File: config.mk
export PLATFORM = sky130hd
export DESIGN_NAME = morse_code_keyer_unit
export DESIGN_NICKNAME = d
export VERILOG_FILES = /design/src/design/mck_pkg.sv /design/src/design/mck_lookup.sv /design/src/design/mck_sequencer.sv /design/src/design/morse_code_keyer_unit.sv
export SDC_FILE = /design/constraint.sdc
export NUM_CORES = 1
export LEC_CHECK = 0
export BUFFER_PORTS_ARGS = -buffer_cell sky130_fd_sc_hd__buf_2
export CAP_MARGIN = 20
export CORE_AREA = 2 2 152 154
export DETAILED_ROUTE_END_ITERATION = 8
export DIE_AREA = 0 0 154 156
export PLACE_DENSITY_LB_ADDON = 0.05
export SLEW_MARGIN = 20
export SYNTH_ARGS = -nofsm -noshare
export SYNTH_HDL_FRONTEND = slang
export SYNTH_SLANG_ARGS = --single-unit
File: constraint.sdc
create_clock -name i_clk -period 5.6 [get_ports i_clk]
set_input_delay 0.84 -clock i_clk [delete_from_list [all_inputs] [get_ports i_clk]]
set_output_delay 0.84 -clock i_clk [all_outputs]
set_load 0.02 [all_outputs]
File: src/design/mck_pkg.sv
// Shared types, constants and the Morse code table of the keyer.
`default_nettype none
package mck_pkg;

    localparam int UNIT_W = 20;
    localparam int HALF_W = 16;
    localparam int DUR_W  = UNIT_W + 2;
    localparam int REM_W  = UNIT_W + 3;

    localparam logic [UNIT_W-1:0] UNIT_RESET = 20'd20000;
    localparam logic [HALF_W-1:0] HALF_RESET = 16'd400;

    // Configuration register indexes
    localparam logic CFG_UNIT_TICKS = 1'b0;
    localparam logic CFG_HALF_PERIOD = 1'b1;

    // Character codes
    localparam logic [7:0] CH_LOWER_A = 8'h61;
    localparam logic [7:0] CH_LOWER_Z = 8'h7A;
    localparam logic [7:0] CH_UPPER_A = 8'h41;
    localparam logic [7:0] CH_UPPER_Z = 8'h5A;
    localparam logic [7:0] CH_ZERO    = 8'h30;
    localparam logic [7:0] CH_NINE    = 8'h39;
    localparam logic [7:0] CH_SPACE   = 8'h20;

    // Entry: length in [7:5], element bits in [4:0], dash is one, first element in bit 0
    localparam logic [7:0] LETTER_ROM [26] = '{
        8'h42, 8'h81, 8'h85, 8'h61, 8'h20, 8'h84, 8'h63, 8'h80,
        8'h40, 8'h8E, 8'h65, 8'h82, 8'h43, 8'h41, 8'h67, 8'h86,
        8'h8B, 8'h62, 8'h60, 8'h21, 8'h64, 8'h88, 8'h66, 8'h89,
        8'h8D, 8'h83
    };

    // Zero is keyed as five dashes
    localparam logic [7:0] DIGIT_ROM [10] = '{
        8'hBF, 8'hBE, 8'hBC, 8'hB8, 8'hB0, 8'hA0, 8'hA1, 8'hA3,
        8'hA7, 8'hAF
    };

    typedef struct packed {
        logic       found;
        logic       space;
        logic [2:0] len;
        logic [4:0] bits;
    } t_sym;

    typedef struct packed {
        logic tone_pin;
        logic busy_res;
        logic accepted;
    } t_result;

endpackage
`default_nettype wire

File: src/design/mck_lookup.sv
// Character decoder: Morse table lookup for letters and digits, space detect.
`default_nettype none
module mck_lookup
    import mck_pkg::*;
(
    input  wire logic [7:0] i_char_code,
    output t_sym            o_sym
);

    logic [7:0] lower_off;
    logic [7:0] upper_off;
    logic [7:0] digit_off;
    logic [7:0] entry;

    assign lower_off = i_char_code - CH_LOWER_A;
    assign upper_off = i_char_code - CH_UPPER_A;
    assign digit_off = i_char_code - CH_ZERO;

    always_comb begin
        o_sym       = '0;
        entry       = '0;
        o_sym.space = (i_char_code == CH_SPACE);
        if (i_char_code >= CH_LOWER_A && i_char_code <= CH_LOWER_Z) begin
            entry       = LETTER_ROM[lower_off[4:0]];
            o_sym.found = 1'b1;
        end else if (i_char_code >= CH_UPPER_A && i_char_code <= CH_UPPER_Z) begin
            entry       = LETTER_ROM[upper_off[4:0]];
            o_sym.found = 1'b1;
        end else if (i_char_code >= CH_ZERO && i_char_code <= CH_NINE) begin
            entry       = DIGIT_ROM[digit_off[3:0]];
            o_sym.found = 1'b1;
        end
        o_sym.len  = entry[7:5];
        o_sym.bits = entry[4:0];
    end

endmodule
`default_nettype wire

File: src/design/mck_sequencer.sv
// Keying state machine: element timing, tone pin toggling, request handling.
`default_nettype none
module mck_sequencer
    import mck_pkg::*;
(
    input  wire logic              i_clk,
    input  wire logic              i_rst_n,
    input  wire logic              i_go,
    input  wire logic              i_action,
    input  wire t_sym              i_sym,
    input  wire logic [UNIT_W-1:0] i_unit_ticks,
    input  wire logic [HALF_W-1:0] i_tone_half_period,
    output t_result                o_res
);

    typedef enum logic [1:0] {PH_IDLE, PH_TONE, PH_GAP} t_phase;

    typedef struct packed {
        t_phase           ph;
        logic [4:0]       bits;
        logic [2:0]       left;
        logic [REM_W-1:0] rem;
    } t_load;

    t_phase            r_phase, n_phase;
    logic [4:0]        r_bits, n_bits;
    logic [2:0]        r_left, n_left;
    logic [REM_W-1:0]  r_rem, n_rem;
    logic [HALF_W-1:0] r_seg, n_seg;
    logic [HALF_W-1:0] r_hl, n_hl;
    logic [HALF_W-1:0] r_hc, n_hc;
    logic              r_pin, n_pin;

    logic [DUR_W-1:0]  unit1;
    logic [DUR_W-1:0]  unit3;
    logic [REM_W-1:0]  unit5;
    logic              unit_nz;
    logic              acc;
    logic              do_load;
    t_load             ld;
    logic [HALF_W-1:0] hc1;
    logic [HALF_W-1:0] seg1;
    logic [REM_W-1:0]  rem1;

    assign unit1   = {2'b00, i_unit_ticks};
    assign unit3   = {2'b00, i_unit_ticks} + {1'b0, i_unit_ticks, 1'b0};
    assign unit5   = {3'b000, i_unit_ticks} + {1'b0, i_unit_ticks, 2'b00};
    assign unit_nz = (i_unit_ticks != '0);

    // Start the next element: a tone if it holds at least one full half period,
    // otherwise its trailing gap; go idle when no element is left or units are zero.
    function automatic t_load f_load(input logic [4:0] b, input logic [2:0] l,
                                     input logic [DUR_W-1:0] u1,
                                     input logic [DUR_W-1:0] u3,
                                     input logic u_nz, input logic [HALF_W-1:0] h);
        t_load            r;
        logic [DUR_W-1:0] dur;
        r      = '0;
        r.ph   = PH_IDLE;
        dur    = b[0] ? u3 : u1;
        if (l != 3'd0 && u_nz) begin
            r.bits = b >> 1;
            r.left = l - 3'd1;
            if (h != '0 && dur >= {{(DUR_W-HALF_W){1'b0}}, h}) begin
                r.ph  = PH_TONE;
                r.rem = {1'b0, dur};
            end else begin
                r.ph  = PH_GAP;
                r.rem = (r.left == 3'd0) ? {1'b0, u3} : {1'b0, u1};
            end
        end
        return r;
    endfunction

    always_comb begin
        n_phase = r_phase;
        n_bits  = r_bits;
        n_left  = r_left;
        n_rem   = r_rem;
        n_seg   = r_seg;
        n_hl    = r_hl;
        n_hc    = r_hc;
        n_pin   = r_pin;
        acc     = 1'b0;
        do_load = 1'b0;
        hc1     = r_hc + 1'b1;
        seg1    = r_seg + 1'b1;
        rem1    = r_rem - 1'b1;
        if (i_go && !i_action && r_phase == PH_IDLE) begin
            ld = f_load(i_sym.bits, i_sym.len, unit1, unit3, unit_nz, i_tone_half_period);
        end else begin
            ld = f_load(r_bits, r_left, unit1, unit3, unit_nz, i_tone_half_period);
        end

        if (i_go) begin
            if (i_action) begin
                unique case (r_phase)
                    PH_TONE: begin
                        // toggle against the live half period
                        if (i_tone_half_period != '0 && hc1 >= i_tone_half_period) begin
                            n_pin = ~r_pin;
                            n_hc  = '0;
                        end else begin
                            n_hc  = hc1;
                        end
                        // length runs on the half period latched at load
                        n_rem = rem1;
                        n_seg = (seg1 == r_hl) ? '0 : seg1;
                        if (seg1 == r_hl && rem1 < {{(REM_W-HALF_W){1'b0}}, r_hl}) begin
                            if (unit_nz) begin
                                n_phase = PH_GAP;
                                n_rem   = (r_left == 3'd0) ? {1'b0, unit3} : {1'b0, unit1};
                            end else begin
                                n_phase = PH_IDLE;
                                n_rem   = '0;
                            end
                        end
                    end
                    PH_GAP: begin
                        n_rem = rem1;
                        if (rem1 == '0) begin
                            do_load = 1'b1;
                        end
                    end
                    PH_IDLE: begin
                        n_phase = PH_IDLE;
                    end
                    default: begin
                        n_phase = PH_IDLE;
                    end
                endcase
            end else if (r_phase == PH_IDLE) begin
                acc = 1'b1;
                if (i_sym.found) begin
                    do_load = 1'b1;
                end else if (i_sym.space) begin
                    n_bits = '0;
                    n_left = '0;
                    if (unit_nz) begin
                        n_phase = PH_GAP;
                        n_rem   = unit5;
                    end
                end
            end
        end

        if (do_load) begin
            n_phase = ld.ph;
            n_bits  = ld.bits;
            n_left  = ld.left;
            n_rem   = ld.rem;
            if (ld.ph == PH_TONE) begin
                n_seg = '0;
                n_hc  = '0;
                n_hl  = i_tone_half_period;
            end
        end

        o_res.tone_pin = n_pin;
        o_res.busy_res = (n_phase != PH_IDLE);
        o_res.accepted = acc;
    end

    always_ff @(posedge i_clk) begin
        if (!i_rst_n) begin
            r_phase <= PH_IDLE;
            r_bits  <= '0;
            r_left  <= '0;
            r_rem   <= '0;
            r_seg   <= '0;
            r_hl    <= '0;
            r_hc    <= '0;
            r_pin   <= 1'b0;
        end else begin
            r_phase <= n_phase;
            r_bits  <= n_bits;
            r_left  <= n_left;
            r_rem   <= n_rem;
            r_seg   <= n_seg;
            r_hl    <= n_hl;
            r_hc    <= n_hc;
            r_pin   <= n_pin;
        end
    end

    a_tone_half_nz: assert property (@(posedge i_clk) disable iff (!i_rst_n)
        r_phase == PH_TONE |-> r_hl != '0)
        else $error("tone running with zero latched half period");

    a_seg_in_range: assert property (@(posedge i_clk) disable iff (!i_rst_n)
        r_phase == PH_TONE |-> r_seg < r_hl)
        else $error("segment counter past latched half period");

    a_gap_nonempty: assert property (@(posedge i_clk) disable iff (!i_rst_n)
        r_phase == PH_GAP |-> r_rem != '0)
        else $error("gap phase with no ticks left");

    a_drop_keeps_pin: assert property (@(posedge i_clk) disable iff (!i_rst_n)
        (i_go && !i_action && r_phase != PH_IDLE) |=> $stable(r_pin))
        else $error("dropped character changed the pin");

endmodule
`default_nettype wire

File: src/design/morse_code_keyer_unit.sv
// Top level of the Morse keyer: request register, sequencer, result register.
// A request passes through the request register and then the result register before it shows on o_valid.
// Throughput: one request per cycle while results are taken; each request is a single pass through the
// decoder and the sequencer's next-state logic between two registers.
// While a result waits untaken, the request register still takes one request, then holds it.
// Reset (i_rst_n low, synchronous): both stages empty, keyer idle, sequencer pin low,
// unit_ticks 20000, tone_half_period 400.
`default_nettype none
module morse_code_keyer_unit
    import mck_pkg::*;
(
    input  wire logic              i_clk,
    input  wire logic              i_rst_n,
    // request channel
    input  wire logic              i_valid,
    output logic                   o_ready,
    input  wire logic              i_action,
    input  wire logic [7:0]        i_char_code,
    // result channel
    output logic                   o_valid,
    input  wire logic              i_ready,
    output logic                   o_tone_pin,
    output logic                   o_busy_res,
    output logic                   o_accepted,
    // configuration write port
    input  wire logic              i_cfg_we,
    input  wire logic              i_cfg_idx,
    input  wire logic [UNIT_W-1:0] i_cfg_wdata
);

    // configuration registers
    logic [UNIT_W-1:0] r_unit_ticks;
    logic [HALF_W-1:0] r_half_period;

    // request stage
    logic              r_in_v;
    logic              r_action;
    logic [7:0]        r_char;

    // result stage
    logic              r_out_v;
    t_result           r_res;

    logic              go;
    t_sym              sym;
    t_result           res;

    // Process the held request when the result register is empty or being drained.
    assign go      = r_in_v && (!r_out_v || i_ready);
    assign o_ready = !r_in_v || go;

    assign o_valid    = r_out_v;
    assign o_tone_pin = r_res.tone_pin;
    assign o_busy_res = r_res.busy_res;
    assign o_accepted = r_res.accepted;

    always_ff @(posedge i_clk) begin
        if (!i_rst_n) begin
            r_unit_ticks  <= UNIT_RESET;
            r_half_period <= HALF_RESET;
        end else if (i_cfg_we) begin
            unique case (i_cfg_idx)
                CFG_UNIT_TICKS:  r_unit_ticks  <= i_cfg_wdata;
                CFG_HALF_PERIOD: r_half_period <= i_cfg_wdata[HALF_W-1:0];
                default: ;
            endcase
        end
    end

    // Request register: hold until the sequencer takes it.
    always_ff @(posedge i_clk) begin
        if (!i_rst_n) begin
            r_in_v <= 1'b0;
        end else if (o_ready) begin
            r_in_v <= i_valid;
        end
    end

    always_ff @(posedge i_clk) begin
        if (o_ready && i_valid) begin
            r_action <= i_action;
            r_char   <= i_char_code;
        end
    end

    // Result register: load on each processed request, drop once taken.
    always_ff @(posedge i_clk) begin
        if (!i_rst_n) begin
            r_out_v <= 1'b0;
        end else if (go) begin
            r_out_v <= 1'b1;
        end else if (i_ready) begin
            r_out_v <= 1'b0;
        end
    end

    always_ff @(posedge i_clk) begin
        if (go) begin
            r_res <= res;
        end
    end

    mck_lookup u_lookup (
        .i_char_code (r_char),
        .o_sym       (sym)
    );

    mck_sequencer u_sequencer (
        .i_clk              (i_clk),
        .i_rst_n            (i_rst_n),
        .i_go               (go),
        .i_action           (r_action),
        .i_sym              (sym),
        .i_unit_ticks       (r_unit_ticks),
        .i_tone_half_period (r_half_period),
        .o_res              (res)
    );

    a_out_holds: assert property (@(posedge i_clk) disable iff (!i_rst_n)
        (r_out_v && !i_ready) |=> r_out_v && $stable(r_res))
        else $error("stalled result changed");

    a_go_needs_room: assert property (@(posedge i_clk) disable iff (!i_rst_n)
        go |-> (!r_out_v || i_ready))
        else $error("result overwritten before it was taken");

    a_req_held: assert property (@(posedge i_clk) disable iff (!i_rst_n)
        (r_in_v && !go) |=> r_in_v && $stable(r_char) && $stable(r_action))
        else $error("pending request lost");

endmodule
`default_nettype wire
# Yosys cells after proc, flatten, opt, wreduce, memory -nomap -nowiden
# Memories as Yosys holds them, arrays and structs flattened.
# Cells that the tools add are included.
dict set report op_classes {
  eq_ne 9
  n_lt_le_gt_ge 13
  muxes 81
  n_reduce_logical 40
  bitwise 5
  addsub 10
}
# op count
set op_table {}
lappend op_table {{$mux W23} 11}
lappend op_table {{$mux W16} 12}
lappend op_table {{$mux W22} 5}
lappend op_table {{$mux W33} 3}
lappend op_table {{$mux W8} 9}
lappend op_table {{$pmux W23 S2} 1}
lappend op_table {{$ge A22 B16 Y1} 2}
lappend op_table {{$add A16 B1 Y16 const B} 2}
lappend op_table {{$mux W5} 6}
lappend op_table {{$add A20 B22 Y23} 1}
lappend op_table {{$logic_not A23 Y1} 1}
lappend op_table {{$lt A23 B16 Y1} 1}
lappend op_table {{$sub A23 B1 Y23 const B} 1}
lappend op_table {{$add A20 B21 Y22} 1}
lappend op_table {{$mux W2} 11}
lappend op_table {{$reduce_bool A20 Y1} 1}
lappend op_table {{$mux W3} 6}
lappend op_table {{$eq A16 B16 Y1} 1}
lappend op_table {{$ge A16 B16 Y1} 1}
lappend op_table {{$ge A8 B7 Y1 const B} 2}
lappend op_table {{$le A8 B7 Y1 const B} 2}
lappend op_table {{$mux W1} 16}
lappend op_table {{$reduce_bool A16 Y1} 1}
lappend op_table {{$reduce_bool A3 Y1} 5}
lappend op_table {{other kinds (26)} 56}
dict set report word_totals {
  n_memories 3
  wordCells 178
  regBits 132
  input_bits 35
  output_inout_bits 5
  mem_bits_ro 640
}
# memory depth word_bits rd rd_clocked_by_memory_dff write_ports line
set memory_table {}
lappend memory_table {{(name not given)} 32 8 1 0 0 mck_lookup.sv:24} ;# entry = LETTER_ROM[lower_off[4:0]];
lappend memory_table {{(name not given)} 32 8 1 0 0 mck_lookup.sv:27} ;# entry = LETTER_ROM[upper_off[4:0]];
lappend memory_table {{(name not given)} 16 8 1 0 0 mck_lookup.sv:30} ;# entry = DIGIT_ROM[digit_off[3:0]];

# Depth between registers and ports, before layout
dict set report logic_depth {
  depth_word 17
  ltp_mapped 28
  depth_no_buf 21
}

# Hierarchy
# From an unflattened synthesis, not the netlist that was laid out.
dict set report unflattened {
  hier_cells 1739
  area_unflattened_um2 13317.8
}
# mod cells_each instances area_per_inst_um2 seq_area_each_um2
set by_module_without_submodules {}
lappend by_module_without_submodules {mck_sequencer 1440 1 10598.9 1621.6}
lappend by_module_without_submodules {morse_code_keyer_unit 171 1 1845.5 1121.1}
lappend by_module_without_submodules {mck_lookup 128 1 873.3 0.0}

# Worst setup path after synthesis
# OpenSTA, ideal clock, no wires.
dict set report synth_path {
  kind {register to register}
  startpoint {register r_char[0]}
  endpoint {register u_sequencer.r_rem[4]}
  path_stages_with_launch 25
  required_ns 5.481
  period_less_slack_ns 6.008
  slack_ns -0.408
  path_buffers 5
  setup_time_ns 0.119
  arrival_ns 5.889
  path_cell_list {edfxtp_1 > clkbuf_1 > clkbuf_1 > inv_1 > ha_1 > or3b_2 > nor3_1 > nor4b_2 > o2111ai_1 > nand2_1 > clkbuf_1 > clkbuf_1 > clkbuf_1 > o21ai_0 > ha_1 > a21oi_1 > o21ai_0 > a221oi_1 > o21a_1 > and4_1 > a31oi_1 > o21ai_0 > nor2_1 > a221o_1 > o221a_2}
}
dict set report synth_between {
  elab_chain_len 15
  elab_cells_between_ends 54
  cone_classes {add/sub (4); order compare (7); eq/ne (3); mux (22); bitwise (3); reduce/logical (12); memory (3)}
}
# element line
set synth_rtl {}
lappend synth_rtl {{from (decl)} morse_code_keyer_unit.sv:38} ;# logic [7:0] r_char;
lappend synth_rtl {{from (signal assigned)} morse_code_keyer_unit.sv:82} ;# r_char <= i_char_code;
lappend synth_rtl {{$sub A4 B1 Y4} mck_lookup.sv:17} ;# assign digit_off = i_char_code - CH_ZERO;
lappend synth_rtl {{$not A4 Y5 (implied by the code)} mck_lookup.sv:30}
lappend synth_rtl {{$mem_v2 Z16 W8} --}
lappend synth_rtl {{$mux W8 (implied by the code) (2 in a row)} mck_lookup.sv:30}
lappend synth_rtl {{$mux W8} mck_lookup.sv:29} ;# end else if (i_char_code >= CH_ZERO && i_char_code <= CH_NINE) begin
lappend synth_rtl {{$mux W8} mck_lookup.sv:26} ;# end else if (i_char_code >= CH_UPPER_A && i_char_code <= CH_UPPER_Z) begin
lappend synth_rtl {{$mux W8} mck_lookup.sv:23} ;# if (i_char_code >= CH_LOWER_A && i_char_code <= CH_LOWER_Z) begin
lappend synth_rtl {{$mux W22 or $sub A3 B1 Y3 (tied branches)} {mck_sequencer.sv:60, mck_sequencer.sv:63}}
lappend synth_rtl {{$ge A22 B16 Y1 or $logic_not A3 Y1 (tied branches)} {mck_sequencer.sv:64, mck_sequencer.sv:69}}
lappend synth_rtl {{$logic_and A1 B1 Y1 or $mux W22 (tied branches)} {mck_sequencer.sv:64, mck_sequencer.sv:69}}
lappend synth_rtl {{$mux W23} mck_sequencer.sv:64} ;# if (h != '0 && dur >= {{(DUR_W-HALF_W){1'b0}}, h}) begin
lappend synth_rtl {{$mux W33} mck_sequencer.sv:61} ;# if (l != 3'd0 && u_nz) begin
lappend synth_rtl {{$mux W33} mck_sequencer.sv:89} ;# if (i_go && !i_action && r_phase == PH_IDLE) begin
lappend synth_rtl {{$mux W23} mck_sequencer.sv:147} ;# if (do_load) begin
lappend synth_rtl {{to (signal assigned)} mck_sequencer.sv:178} ;# r_rem <= n_rem;
lappend synth_rtl {{to (decl)} mck_sequencer.sv:28} ;# logic [REM_W-1:0] r_rem, n_rem;
# Parallel ways exist; a longest one is shown, timed or not. The select of a mux whose other input is x is not followed.
# A chain may end at the register's enable or synchronous reset.

# Worst setup path in the final report
dict set report layout_path {
  startpoint {register r_char[0]}
  endpoint {register u_sequencer.r_hl[5]}
}
dict set report layout_between {
  elab_chain_len 16
  elab_cells_between_ends 44
  cone_classes {add/sub (3); order compare (7); eq/ne (1); mux (20); bitwise (3); reduce/logical (7); memory (3)}
}
# element line
set layout_rtl {}
lappend layout_rtl {{$sub A4 B1 Y4} mck_lookup.sv:17}
lappend layout_rtl {{$not A4 Y5 (implied by the code)} mck_lookup.sv:30}
lappend layout_rtl {{$mem_v2 Z16 W8} --}
lappend layout_rtl {{$mux W8 (implied by the code) (2 in a row)} mck_lookup.sv:30}
lappend layout_rtl {{$mux W8} mck_lookup.sv:29}
lappend layout_rtl {{$mux W8} mck_lookup.sv:26}
lappend layout_rtl {{$mux W8} mck_lookup.sv:23}
lappend layout_rtl {{$mux W22} mck_sequencer.sv:60} ;# dur = b[0] ? u3 : u1;
lappend layout_rtl {{$ge A22 B16 Y1} mck_sequencer.sv:64}
lappend layout_rtl {{$logic_and A1 B1 Y1} mck_sequencer.sv:64}
lappend layout_rtl {{$mux W2} mck_sequencer.sv:64}
lappend layout_rtl {{$mux W33} mck_sequencer.sv:61}
lappend layout_rtl {{$mux W33} mck_sequencer.sv:89}
lappend layout_rtl {{$eq A2 B1 Y1} mck_sequencer.sv:152} ;# if (ld.ph == PH_TONE) begin
lappend layout_rtl {{$reduce_and A2 Y1 (no line) *} --}
lappend layout_rtl {{to (signal assigned)} mck_sequencer.sv:180} ;# r_hl <= n_hl;
lappend layout_rtl {{to (decl)} mck_sequencer.sv:30} ;# logic [HALF_W-1:0] r_hl, n_hl;
# Mark *: on every way between the ends. The rest lies on a longest branch, timed or not. The select of a mux whose other input is x is not followed.

==> impl_summary.md <==
Status
The run finished with clean final reports.

Layout
The area of combinational cells with multiple inputs is 9450 sq um. The area used by sequential logic in the layout is 2740 sq um. The library cell used most frequently in the layout, excluding fill and tap cells, is sky130_fd_sc_hd__nand2_1. The final cell utilization of the core is 0.633. In the layout the commonest cells are sky130_fd_sc_hd__nand2_1, sky130_fd_sc_hd__a21oi_1, sky130_fd_sc_hd__nor2_1, sky130_fd_sc_hd__o21ai_0, sky130_fd_sc_hd__ha_1. The share of final-layout standard cells stronger than drive strength 1 is 0.110.

Fill cells in the final layout number 2050. From synthesis to final layout, the design area changed by 11.1%. The antenna diode instance count is 0. After routing the design area is 14200 sq um. After the last flow step, the layout net total stands at 1923.

Timing
The transition time at the pin with the least slew margin is 1080 ps. The clock period minus final worst setup slack is 5360 ps. The final total negative setup slack is 0 ps. In the finished design, the share of the clock period the worst path needs comes to 0.958. The final hold violation count is 0. The worst setup skew after layout is 17.1 ps. Measured against its own limit, the worst slew margin works out to 0.280. The total setup violations reported at the end of the flow is 0. The worst hold slack after final layout is 462 ps. Timing would allow up to 0.186 GHz. The final max-slew violation count came to 0.

Critical path
On the worst path, the slowest cell contributes a delay of 460 ps. The worst flop-to-flop path startpoint is r_char[0]. The worst path required time is 5890 ps. Traced cell by cell, the critical path runs through inv_1 > ha_2 > or3b_2 > o22ai_1 > o211ai_1 > o2111ai_1 > nand2_1 > buf_12 > a21oi_1 > inv_1 > ha_1 > a211oi_1 > o21ai_0 > a221oi_2 > o21a_1 > and4_1 > a31oi_1 > o211ai_1 > buf_4 > a21o_1 > buf_4 > mux2i_1 > nor2_1.

The worst register-to-register path has a setup slack of 240 ps. The arrival time reported for the critical path endpoint is 5650 ps. The endpoint identified for the worst register-to-register timing path is u_sequencer.r_hl[5]. On the critical path, the stage with the largest delay is an instance of sky130_fd_sc_hd__or3b_2. The worst setup path category is reg2reg. The count of cells along the worst register-to-register path is 23.

STA classifies the critical path startpoint as a flop. STA classifies the critical path endpoint as a flop. The highest fanout seen on the critical path is 34.

Die
The die height is 156 microns. From left edge to right edge, the die measures 154 microns. After floorplanning, the core was divided into 55 placement rows.

The region available for standard cell placement spans 22400 sq um. The die covers 24000 sq um. For this configuration, the core starts out at a cell density of 0.570. In this run the count of I/O pins placed on the die edge is 40.

Synthesis
Counting flops with a built-in enable in the synthesized netlist gives 12. The share of the Yosys chip area taken by registers is 0.215. The number of distinct library cell variants in the gate-level netlist after synthesis is 88.

Counting flops with an async set or reset pin after synthesis yields a share of 0. The average instance area after synthesis is 7.45 sq um. After synthesis the netlist holds a flip-flop and latch count of 131.

The number of warnings reported in the yosys synthesis log is 0. The primary flip-flop cell chosen by synthesis mapping is sky130_fd_sc_hd__dfxtp_1. Synthesis produced 1711 cells. The synthesized netlist net count is 1879. The mapped netlist covers 12800 sq um.

Global routing
Entering global routing, the biggest net connects 53 pins. For this run the aggregate overflow at the end of global routing stands at 0. The total routing resource utilization after global routing is 0.356. The via count of the first global-routing pass is 12400. The first global-routing pass estimated 67500 microns of wire. The initial antenna violation count was 0.

Place
The congestion estimate from routability-driven global placement came to 1.04. Detailed placement finished with a half-perimeter wire length of 32800 microns. The count of buffers inserted at the top-level ports is 39. The placed cell area is 13500 sq um.

Clock tree
TritonCTS built the clock tree. The clock passes through at most 2 buffers. The register clock-pin slew on the reported worst setup and hold paths is 70 ps. The tree is rooted in a sky130_fd_sc_hd__clkbuf_16. The maximum level of the CTS H-tree is 4. The number of buffers inserted during clock tree synthesis is 17. The worst-skew pair later-pin latency is 440 ps. Clock tree synthesis found a total of 131 sinks.

Routing
The per-cell routed wire length is 20.8 microns. In the routed layout, each cell is associated on average with a via count of 6.46. The number of antenna-violating nets in the routed design is 0. In the routed design, unresolved DRC markers number 0.

Wires add up to 42600 microns. The number of DRC violations after detailed-routing iteration 0 is 1204. The final route contains 13300 vias.

The first detailed-routing pass took 6 iterations.

Power and ir drop
For this design the static power due to leakage is 5.84 nW. The worst-case IR drop observed on VDD is 0.000177 V. The total power draw is 3.16 mW. The power density normalized to cell area is 223 nW/um^2.

Min path
The instance count along the most critical hold path is 2. The startpoint of the worst hold path is u_sequencer.r_bits[3]. The worst hold path class is reg2reg. For hold timing, the worst endpoint is u_sequencer.r_bits[3].

Job
The number of max-cap violations is 0.
==> per-stage QoR <==
step	instances	setup slack [ps]
after global routing	2053	-0.455
after detailed placement	2021	46.8
final	2053	238
after floorplan	1711	60.8
after global placement	2021	257
after CTS	2053	3.30
==> cell usage after synthesis (21+ instances only) <==
master	count	area, sq um
sky130_fd_sc_hd__nand3_1	52	260
sky130_fd_sc_hd__or3_1	21	131
sky130_fd_sc_hd__clkbuf_1	51	191
sky130_fd_sc_hd__buf_2	22	110
sky130_fd_sc_hd__xor2_1	47	412
sky130_fd_sc_hd__o211ai_1	22	165
sky130_fd_sc_hd__o21a_1	21	158
sky130_fd_sc_hd__a21oi_1	156	781
sky130_fd_sc_hd__nor3_1	43	215
sky130_fd_sc_hd__a21o_1	32	240
sky130_fd_sc_hd__nor2_1	136	510
sky130_fd_sc_hd__inv_1	85	319
sky130_fd_sc_hd__dfxtp_1	119	2380
sky130_fd_sc_hd__ha_1	131	1640
sky130_fd_sc_hd__o21ai_0	134	671
sky130_fd_sc_hd__xnor2_1	54	473
sky130_fd_sc_hd__mux2i_1	27	270
sky130_fd_sc_hd__nand2_1	209	785
==> state kept, by name (all words and copies together), names as in the netlist, 2 cells and up <==
| name | flops |
|---|---|
| u_sequencer.r_seg | 16 |
| u_sequencer.r_bits | 4 |
| r_half_period | 16 |
| u_sequencer.r_rem | 23 |
| r_unit_ticks | 20 |
| u_sequencer.r_hc | 16 |
| r_char | 8 |
| u_sequencer.r_phase | 2 |
| u_sequencer.r_left | 3 |
| u_sequencer.r_hl | 16 |
==> area by class of cell <==
type | instances | area share
clock buffer | 18 | 0.0310
clock inverter | 14 | 0.0102
inverter | 87 | 0.0231
multi-input combinational | 1412 | 0.667
sequential | 131 | 0.194
tap | 285 | 0.0252
timing repair buffer | 106 | 0.0502
==> power by group <==
part / switching (mW) / internal [mW]
Combinational: 0.601 / 0.378
Sequential: 0.0458 / 0.974
Clock: 0.520 / 0.638
==> worst max-delay path: cells and delay by family (launching register included) <==
family	cells	cell delay, ps
AOI/OAI and AO/OA	11	2330
adders and majority gates	2	560
buffers and inverters	5	830
DFF	1	390
muxes	1	210
and+or+nand+nor	4	920
==> logic make-up (layout without fill, tap and decap cells) <==
logic type | count (synthesis) | in the layout | synth area share
buffers and inverters | 168 | 225 | 0.0519
adder cells (fa/ha/maj) | 133 | 133 | 0.132
multiplexers | 29 | 29 | 0.0230
AND/OR/NAND/NOR | 617 | 617 | 0.241
XOR/XNOR | 101 | 101 | 0.0694
flip-flops | 131 | 131 | 0.215
AO/OA/AOI/OAI | 532 | 532 | 0.268
==> how the worst max path moves through the flow <==
| stage | cells after the start | startpoint | to | slack [ps] |
|---|---|---|---|---|
| 2_1_floorplan | 26 | r_char[0] | u_sequencer.r_rem[19] | 60 |
| 3_3_place_gp | 21 | r_unit_ticks[6] | u_sequencer.r_rem[13] | 260 |
| 3_5_place_dp | 21 | r_unit_ticks[6] | u_sequencer.r_rem[5] | 50 |
| 4_1_cts | 22 | r_unit_ticks[6] | u_sequencer.r_hc[1] | 3 |
| 5_1_grt | 24 | r_unit_ticks[0] | u_sequencer.r_rem[4] | -0.5 |
| 6_report | 23 | r_char[0] | u_sequencer.r_hl[5] | 240 |
==> layer usage <==
| metal | track usage | share of wire | wire, microns | vias to the layer above |
|---|---|---|---|---|
| met5 | 0 | 0 | 0 | - |
| met4 | 0.138 | 0.034 | 1450 | 0 |
| met3 | 0.0572 | 0.082 | 3500 | 94 |
| met2 | 0.585 | 0.45 | 19400 | 619 |
| met1 | 0.469 | 0.43 | 18300 | 6195 |
| li1 | - | - | - | 6347 |
==> what timing repair did <==
item	4_1_cts	5_1_grt
hold buffers	0	0
buffers inserted	0	0
gates resized for setup	0	15
endpoints found under the setup margin	0	71
(Power assumes the default switching activity.)
